**src/arpc_pkg.sv**
```systemverilog
// ----------------------------------------------------------------------------
// arpc_pkg: shared definitions for the ARP cache table
// Table size, field widths, request codes, store write bundle, state codes.
// ----------------------------------------------------------------------------
package arpc_pkg;

	localparam int ENTRIES = 16;
	localparam int IDX_W   = (ENTRIES > 1) ? $clog2(ENTRIES) : 1;
	localparam int CNT_W   = $clog2(ENTRIES + 1);
	localparam int IP_W    = 32;
	localparam int MAC_W   = 48;
	localparam int SLOT_W  = 4;
	localparam int REQ_W   = 2;

	localparam logic [REQ_W-1:0] REQ_LOOKUP = 2'd0;
	localparam logic [REQ_W-1:0] REQ_INSERT = 2'd1;
	localparam logic [REQ_W-1:0] REQ_FLUSH  = 2'd2;

	typedef logic [IDX_W-1:0] idx_t;

	typedef struct packed {
		logic             en;
		idx_t             addr;
		logic [IP_W-1:0]  ip;
		logic [MAC_W-1:0] mac;
	} store_wr_t;

	typedef enum logic [2:0] {
		S_IDLE    = 3'b001,
		S_SCAN    = 3'b010,
		S_RESOLVE = 3'b100
	} state_t;

endpackage

```
**src/arpc_store.sv**
```systemverilog
// ----------------------------------------------------------------------------
// arpc_store: address and MAC storage
// One write port, one read port with registered read data.
// ----------------------------------------------------------------------------
module arpc_store (
	input  logic                    clk,
	input  arpc_pkg::store_wr_t     wr,
	input  arpc_pkg::idx_t          rd_addr,
	output logic [arpc_pkg::IP_W-1:0]  rd_ip,
	output logic [arpc_pkg::MAC_W-1:0] rd_mac
);
	import arpc_pkg::*;

	logic [IP_W-1:0]  ip_mem  [ENTRIES];
	logic [MAC_W-1:0] mac_mem [ENTRIES];
	logic [IP_W-1:0]  rd_ip_q;
	logic [MAC_W-1:0] rd_mac_q;

	always_ff @(posedge clk) begin
		if (wr.en) begin
			ip_mem[wr.addr]  <= wr.ip;
			mac_mem[wr.addr] <= wr.mac;
		end
	end

	always_ff @(posedge clk) begin
		rd_ip_q  <= ip_mem[rd_addr];
		rd_mac_q <= mac_mem[rd_addr];
	end

	assign rd_ip  = rd_ip_q;
	assign rd_mac = rd_mac_q;

endmodule

```
**src/arp_cache_table.sv**
```systemverilog
// ----------------------------------------------------------------------------
// arp_cache_table: IPv4 to MAC cache with round-robin replacement
// Lookup, insert/update and flush over a fixed table, one entry compared
// per cycle by a single address comparator.
// ----------------------------------------------------------------------------
//  channel  handshake            payload
//  request  req_valid/req_stall  req_type, ip_addr, mac_addr
//  response rsp_valid/rsp_stall  found, mac_out, slot
//
//  Lookup and insert pass through accept, one storage read per entry, a
//  read-latency step and a drain step, then resolve. Flush and unused
//  codes go from accept straight to resolve.
//  Reset clears all valid marks, the victim pointer and the control state.
//  The resolve cycle waits while a previous response is still stalled.
// ----------------------------------------------------------------------------
module arp_cache_table (
	input  logic                          clk,
	input  logic                          arst_n,
	input  logic                          req_valid,
	output logic                          req_stall,
	input  logic [arpc_pkg::REQ_W-1:0]    req_type,
	input  logic [arpc_pkg::IP_W-1:0]     ip_addr,
	input  logic [arpc_pkg::MAC_W-1:0]    mac_addr,
	output logic                          rsp_valid,
	input  logic                          rsp_stall,
	output logic                          found,
	output logic [arpc_pkg::MAC_W-1:0]    mac_out,
	output logic [arpc_pkg::SLOT_W-1:0]   slot
);
	import arpc_pkg::*;

	state_t            state_q;
	logic [REQ_W-1:0]  req_q;
	logic [IP_W-1:0]   ip_q;
	logic [MAC_W-1:0]  mac_q;
	logic [ENTRIES-1:0] valid_q;
	idx_t              victim_q;
	logic [CNT_W-1:0]  rd_cnt_q;
	logic              cmp_vld_s1;
	idx_t              cmp_idx_s1;
	logic              hit_q;
	idx_t              hit_idx_q;
	logic [MAC_W-1:0]  hit_mac_q;
	logic              free_q;
	idx_t              free_idx_q;
	logic              rsp_valid_q;
	logic              found_q;
	logic [MAC_W-1:0]  mac_out_q;
	logic [SLOT_W-1:0] slot_q;

	logic [IP_W-1:0]   rd_ip;
	logic [MAC_W-1:0]  rd_mac;
	store_wr_t         wr;
	idx_t              tgt_idx;
	logic              cmp_match;
	logic              cmp_free;
	logic              rsp_free;
	logic              resolve_go;

	arpc_store u_store (
		.clk     (clk),
		.wr      (wr),
		.rd_addr (rd_cnt_q[IDX_W-1:0]),
		.rd_ip   (rd_ip),
		.rd_mac  (rd_mac)
	);

	assign req_stall  = (state_q != S_IDLE);
	assign rsp_free   = !rsp_valid_q || !rsp_stall;
	assign resolve_go = (state_q == S_RESOLVE) && rsp_free;

	assign cmp_match = cmp_vld_s1 && valid_q[cmp_idx_s1] && (rd_ip == ip_q);
	assign cmp_free  = cmp_vld_s1 && !valid_q[cmp_idx_s1];

	always_comb begin
		tgt_idx = free_q ? free_idx_q : victim_q;
		if (hit_q) begin
			tgt_idx = hit_idx_q;
		end
		wr.en   = resolve_go && (req_q == REQ_INSERT);
		wr.addr = tgt_idx;
		wr.ip   = ip_q;
		wr.mac  = mac_q;
	end

	always_ff @(posedge clk or negedge arst_n) begin
		if (!arst_n) begin
			state_q     <= S_IDLE;
			valid_q     <= '0;
			victim_q    <= '0;
			rd_cnt_q    <= '0;
			cmp_vld_s1  <= 1'b0;
			hit_q       <= 1'b0;
			free_q      <= 1'b0;
			rsp_valid_q <= 1'b0;
		end else begin
			if (rsp_valid_q && !rsp_stall && !resolve_go) begin
				rsp_valid_q <= 1'b0;
			end
			case (state_q)
				S_IDLE: begin
					rd_cnt_q   <= '0;
					cmp_vld_s1 <= 1'b0;
					hit_q      <= 1'b0;
					free_q     <= 1'b0;
					if (req_valid) begin
						if (req_type == REQ_LOOKUP || req_type == REQ_INSERT) begin
							state_q <= S_SCAN;
						end else begin
							state_q <= S_RESOLVE;
						end
					end
				end
				S_SCAN: begin
					if (rd_cnt_q < CNT_W'(ENTRIES)) begin
						cmp_vld_s1 <= 1'b1;
						rd_cnt_q   <= rd_cnt_q + 1'b1;
					end else begin
						cmp_vld_s1 <= 1'b0;
						if (!cmp_vld_s1) begin
							state_q <= S_RESOLVE;
						end
					end
					if (cmp_match && !hit_q) begin
						hit_q <= 1'b1;
					end
					if (cmp_free && !free_q) begin
						free_q <= 1'b1;
					end
				end
				S_RESOLVE: begin
					if (rsp_free) begin
						rsp_valid_q <= 1'b1;
						state_q     <= S_IDLE;
						if (req_q == REQ_INSERT) begin
							valid_q[tgt_idx] <= 1'b1;
							if (!hit_q && !free_q) begin
								victim_q <= (victim_q == IDX_W'(ENTRIES - 1)) ?
									'0 : victim_q + 1'b1;
							end
						end else if (req_q == REQ_FLUSH) begin
							valid_q  <= '0;
							victim_q <= '0;
						end
					end
				end
				default: begin
					state_q <= S_IDLE;
				end
			endcase
		end
	end

	always_ff @(posedge clk) begin
		if (state_q == S_IDLE && req_valid) begin
			req_q <= req_type;
			ip_q  <= ip_addr;
			mac_q <= mac_addr;
		end
		cmp_idx_s1 <= rd_cnt_q[IDX_W-1:0];
		if (state_q == S_SCAN && cmp_match && !hit_q) begin
			hit_idx_q <= cmp_idx_s1;
			hit_mac_q <= rd_mac;
		end
		if (state_q == S_SCAN && cmp_free && !free_q) begin
			free_idx_q <= cmp_idx_s1;
		end
		if (resolve_go) begin
			case (req_q)
				REQ_LOOKUP: begin
					found_q   <= hit_q;
					mac_out_q <= hit_q ? hit_mac_q : '0;
					slot_q    <= hit_q ? SLOT_W'(hit_idx_q) : '0;
				end
				REQ_INSERT: begin
					found_q   <= hit_q;
					mac_out_q <= '0;
					slot_q    <= SLOT_W'(tgt_idx);
				end
				default: begin
					found_q   <= 1'b0;
					mac_out_q <= '0;
					slot_q    <= '0;
				end
			endcase
		end
	end

	assign rsp_valid = rsp_valid_q;
	assign found     = found_q;
	assign mac_out   = mac_out_q;
	assign slot      = slot_q;

	// a stored hit always points at a valid entry
	a_hit_valid: assert property (@(posedge clk) disable iff (!arst_n)
		(state_q == S_RESOLVE && hit_q) |-> valid_q[hit_idx_q])
		else $error("hit index not valid");

	// an insert leaves its target entry valid
	a_insert_valid: assert property (@(posedge clk) disable iff (!arst_n)
		wr.en |=> valid_q[$past(wr.addr)])
		else $error("inserted entry not valid");

	// flush empties the table and resets the victim pointer
	a_flush_clear: assert property (@(posedge clk) disable iff (!arst_n)
		(resolve_go && req_q == REQ_FLUSH) |=> (valid_q == '0 && victim_q == '0))
		else $error("flush did not clear table");

	// a response only appears out of the resolve cycle
	a_rsp_source: assert property (@(posedge clk) disable iff (!arst_n)
		$rose(rsp_valid_q) |-> $past(state_q == S_RESOLVE))
		else $error("response without resolve");

endmodule

```
**config.mk**
```make
export PLATFORM = sky130hd
export DESIGN_NAME = arp_cache_table
export DESIGN_NICKNAME = d
export VERILOG_FILES = /design/src/arpc_pkg.sv /design/src/arpc_store.sv /design/src/arp_cache_table.sv
export SDC_FILE = /design/constraint.sdc
export NUM_CORES = 1
export LEC_CHECK = 0
export ABC_AREA = 1
export BUFFER_PORTS_ARGS = -buffer_cell sky130_fd_sc_hd__buf_2
export CAP_MARGIN = 5
export CORE_MARGIN = 10
export CORE_UTILIZATION = 49
export CTS_BUF_LIST = sky130_fd_sc_hd__clkbuf_16
export CTS_CLUSTER_DIAMETER = 120
export CTS_CLUSTER_SIZE = 8
export DETAILED_ROUTE_END_ITERATION = 12
export GPL_ROUTABILITY_DRIVEN = 0
export GPL_TIMING_DRIVEN = 0
export MAX_ROUTING_LAYER = met4
export PLACE_DENSITY = 0.67
export RECOVER_POWER = 25
export SYNTH_ARGS = -nofsm -noshare
export SYNTH_HDL_FRONTEND = slang
export SYNTH_SLANG_ARGS = --single-unit
```
**constraint.sdc**
```tcl
create_clock -name clk -period 8.2 [get_ports clk]
set_input_delay 1.64 -clock clk [delete_from_list [all_inputs] [get_ports clk]]
set_output_delay 1.64 -clock clk [all_outputs]
set_load 0.02 [all_outputs]
```
==> flow_results.org <==
** Logic synthesis
- The synthesized design spends more area on one cell type than any other, namely sky130_fd_sc_hd__edfxtp_1.
- Main combinational cell family by area after synthesis :: compound AO/OA/AOI/OAI gates
- In this run the cell area of the synthesized design comes to between 60000 and 70000 sq um.
- Among all flip-flop cells after synthesis, the most frequent one is sky130_fd_sc_hd__edfxtp_1.
- Post-synthesis compound-gate area fraction :: 0.0988
- Post-synthesis cell count :: 4437
- The number of nets handed over by synthesis was 4528.
- Synthesis inferred around 1600 register bits.
- The share of synthesized area in the top cell type comes to 0.735.
- The netlist uses between 40 and 50 different library cells.
- Async set or reset register ratio after synthesis :: 0.0202
- During synthesis, Yosys emitted a total of 0 warnings.
- Basic-gate share of the synthesized area counting and, or, nand and nor cells :: 0.0919
- Synth Area in XOR/XNOR :: 0.000728
- In the post-synthesis netlist, the biggest area contributors are sky130_fd_sc_hd__edfxtp_1 73%, sky130_fd_sc_hd__nor2_1 5.4%, sky130_fd_sc_hd__o21ai_0 5.2%.
- Mean instance size in the synthesized netlist :: between 10 and 15 sq um
- Share of synthesized cell area in full adder, half adder and majority cells :: 0.00104
- Share of synthesized area spent on multiplexers :: 0
- In this run, synthesis inferred roughly 1500 flip-flops with an integrated enable.
- For this run, the register share of the synthesized area comes to 0.776.

** Drt
- Vias post-DR :: between 30000 and 40000
- Routed WL per cell :: about 24 um
- In this run, the number of DRC markers left after iteration 0 of detailed routing was 4427.
- The first detailed-routing pass took 5 iterations.
- After detailed routing, the total wire length is ~160000 um.
- In the routed layout, each cell is associated on average with a via count of 5.70.
- In this run the remaining antenna-violating nets after routing total 0.
- Drc violations :: 0

** Placement
- Detailed placement finished with a half-perimeter wire length of 107000 um.
- In this run the tool buffered the top-level ports with between 100 and 150 buffer cells.

** Pwr
- Of the total power, the clock network draws 0.369.
- The share of total power dissipated in sequential elements is 0.466.
- In this run the power density over the cells is approximately 310 nW/um^2.
- The analysis attributes to net switching a power of between 6 and 7 mW.
- IR analysis of the VDD net gives a maximum drop of ~230 uV.
- Cell internal pwr :: 15.4 mW
- Summed over all cells, the static leakage comes to roughly 25 nW.
- PnR Total Power :: around 22 mW
- Of the total power, combinational logic draws 0.165.
- Of the total power, the share spent switching nets is 0.295.

** GRT
- Via count of the first global-routing pass :: roughly 38000
- Global routing finished with a remaining overflow of 0.
- Tot GR Track Use :: 0.235
- Number of antenna violations at the first check in global routing :: 7
- Maximum number of pins on one net before global-route repair :: 33
- The first global-routing pass estimated 236000 um of wire.

** Clocking
- Clock latency on the worst-skew pair, taken at its later pin, is between 0.8 and 0.9 ns.
- After clock tree synthesis, the clock-pin slew on the worst setup and hold paths is around 0.05 ns.
- Number of H-tree levels :: 4
- TritonCTS Sinks :: 1587
- Post-CTS repair changed the size of 0 cells.
- TritonCTS clock tree :: yes
- After clock tree synthesis, the setup repair step added 0 buffers.
- Clock root buffer :: sky130_fd_sc_hd__clkbuf_16
- Buffers inserted during clock tree synthesis total 216.
- The clock passes through at most 3 buffers.
- The number of hold buffers added after CTS was 0.

** Setup path
- Critical path's most frequent cell :: sky130_fd_sc_hd__buf_6
- Critical path endpoint category :: flop
- Crit path cell chain :: buf_2, nand2_1, inv_1, nor2_4, buf_16, nand2_2, buf_6, nor3_2, buf_6, buf_6, buf_4, buf_4, buf_6
- Delay of the slowest cell on the worst path :: a little under 0.7 ns
- Worst path arrival time :: 5.02 ns
- Dominant delay contributor by cell family on the critical path :: buffers and inverters
- Maximum fanout count along the critical path :: 20
- The worst setup path is launched from an input pin.
- Counting both buffers and inverters, the worst setup path holds a total of 9.
- Category of the critical setup timing path :: in -> reg
- At the worst endpoint, the required time is about 8.7 ns.
- Cell with the largest stage delay on the worst path :: sky130_fd_sc_hd__nor3_2

** Floorplanning
- Core area :: roughly 120000 sq um
- between 100 and 150 I/O pins were placed.
- The die is about 370 um wide.
- DIE AREA :: between 100000 and 150000 sq um
- The floorplan has between 100 and 150 rows.
- The die is about 370 um tall.
- Starting utilization of the core area :: 0.493

** STA
- RSZ-0062 raised after global routing :: no
- Max Clock Skew :: 0.0583 ns
- Worst slew pin tran :: 1.20 ns
- Derived from the worst setup path, the maximum achievable clock frequency is approximately 220 MHz.
- The worst pin sits at a relative slew slack of 0.199.
- Final cycle utilization of the critical path :: 0.552
- Crit path time final :: about 4.5 ns
- Final setup vio count :: 0
- After routing, the total negative slack on setup checks comes to 0 ns.
- Fin. Hold Viols :: 0
- The number of max-slew violations in the final report came to 0.
- Across all hold checks on the routed design, the worst slack comes to 0.374 ns.

** Finish
- The library cells used most frequently in the layout, excluding fill and tap cells, are 1471 x sky130_fd_sc_hd__edfxtp_1, 856 x sky130_fd_sc_hd__nor2_1, 627 x sky130_fd_sc_hd__o21ai_0.
- Of the cells placed in the final design, the portion with a size suffix greater than 1 is 0.135.
- From synthesis to final layout, the design area changed by 18.1%.
- Flip-flop and latch area :: 46700 sq um
- Fill cells in the final layout number between 9000 and 10000.
- The final layout contains around 5000 nets.
- Summing all multi-input logic gate instances after layout gives ~12000 sq um.
- Leaving out fill and tap cells, the most frequent cell in the layout is sky130_fd_sc_hd__edfxtp_1.

** Min path
- In this run the worst hold path is classified as reg -> reg.

** Status
- Outcome :: complete, no violations

** Run
- Max capacitance violation total :: 0
-- layout make-up --
cell class                      instances  share of cell area
Buffer                                265              0.0186
Inverter                              153             0.00823
Clock buffer                          217              0.0765
Tap cell                             1625              0.0286
Multi-Input combinational cell       2432               0.164
Clock inverter                        150              0.0122
Timing Repair Buffer                  276              0.0337
Sequential cell                      1587               0.657
Antenna cell                           11            0.000388
-- power by group through the flow --
stage,Sequential (mW),Combinational [mW],Clock (mW)
floorplan,10.2,2.13,0
global placement,10.4,3.40,0
detailed placement,10.4,3.55,0
CTS,10.2,3.57,8.15
global route,10.3,3.93,8.54
finish,10.2,3.61,8.06
-- worst reg2reg max path, cell delays in order (launching register included) --
cell and delay, ns:
sky130_fd_sc_hd__dfrtp_1 0.40, sky130_fd_sc_hd__inv_1 0.18, sky130_fd_sc_hd__nand3_4 0.15, sky130_fd_sc_hd__nor2_4 0.58, sky130_fd_sc_hd__buf_16 0.24, sky130_fd_sc_hd__nand2_2 0.17
sky130_fd_sc_hd__buf_6 0.22, sky130_fd_sc_hd__nor3_2 0.69, sky130_fd_sc_hd__buf_6 0.28, sky130_fd_sc_hd__buf_6 0.21, sky130_fd_sc_hd__buf_4 0.22, sky130_fd_sc_hd__buf_4 0.23
sky130_fd_sc_hd__buf_6 0.20
-- cell families (layout without fill, tap and decap cells) --
logic type	Yosys count	after routing
buf+inv	418	1061
other cells	0	11
simple gates	1373	1373
compound gates	1049	1049
fa+ha+maj	5	5
flops	1587	1587
xor+xnor	5	5
-- sequential cells by signal (all words and copies together) (netlist names), 5 cells and up --
register and cells:
u_store.mac_mem 768, u_store.ip_mem 512, hit_mac_q 48, mac_out 48, mac_q 48, u_store.rd_mac 48, ip_q 32, u_store.rd_ip 32
valid_q 16, rd_cnt_q 5
-- path summary, 6_finish.rpt --
check                            startpoint                      end  slack [ns]  cells past startpoint
min in group asynchronous            arst_n              victim_q[2]        0.90                      1
worst min-delay path            rd_cnt_q[2]            cmp_idx_s1[2]        0.37                      0
worst min register to register  rd_cnt_q[2]            cmp_idx_s1[2]        0.37                      0
max in group asynchronous            arst_n               state_q[1]        6.79                      1
worst max-delay path              rsp_stall  u_store.mac_mem[10][11]        3.68                     13
worst max register to register   state_q[1]  u_store.mac_mem[10][11]        4.16                     12
-- per-stage QoR --
stage / util / worst slack, ns / instances / area, sq um
final: 0.582 / 3.68 / 6716 / 71000
after global routing: 0.582 / 3.51 / 6713 / 71000
after CTS: 0.582 / 3.69 / 6705 / 71000
after detailed placement: 0.531 / 2.86 / 6338 / 64700
after global placement: 0.516 / -7.13 / 6202 / 62900
after floorplan: - / -0.965 / 4437 / 60100
-- synth_stat cells, types with 20 or more instances --
cell type / n
sky130_fd_sc_hd__edfxtp_1: 1471
sky130_fd_sc_hd__nor2_1: 859
sky130_fd_sc_hd__o21ai_0: 627
sky130_fd_sc_hd__nand2_1: 310
sky130_fd_sc_hd__o22ai_1: 165
sky130_fd_sc_hd__nand3_1: 146
sky130_fd_sc_hd__inv_1: 145
sky130_fd_sc_hd__clkbuf_1: 130
sky130_fd_sc_hd__o211ai_1: 118
sky130_fd_sc_hd__buf_2: 90
sky130_fd_sc_hd__dfxtp_1: 84
sky130_fd_sc_hd__o21ai_1: 68
sky130_fd_sc_hd__o221ai_1: 43
sky130_fd_sc_hd__dfrtp_1: 31
sky130_fd_sc_hd__a21oi_1: 20
sky130_fd_sc_hd__buf_6: 20
-- metal layers --
metal | vias to the layer above | global-route usage | wire length, um
li1 | 17254 | - | -
met1 | 18884 | 0.307 | 63300
met2 | 1834 | 0.364 | 74800
met3 | 323 | 0.0505 | 15300
met4 | 0 | 0.0823 | 4820
met5 | - | - | 0
(Power assumes the default switching activity.)
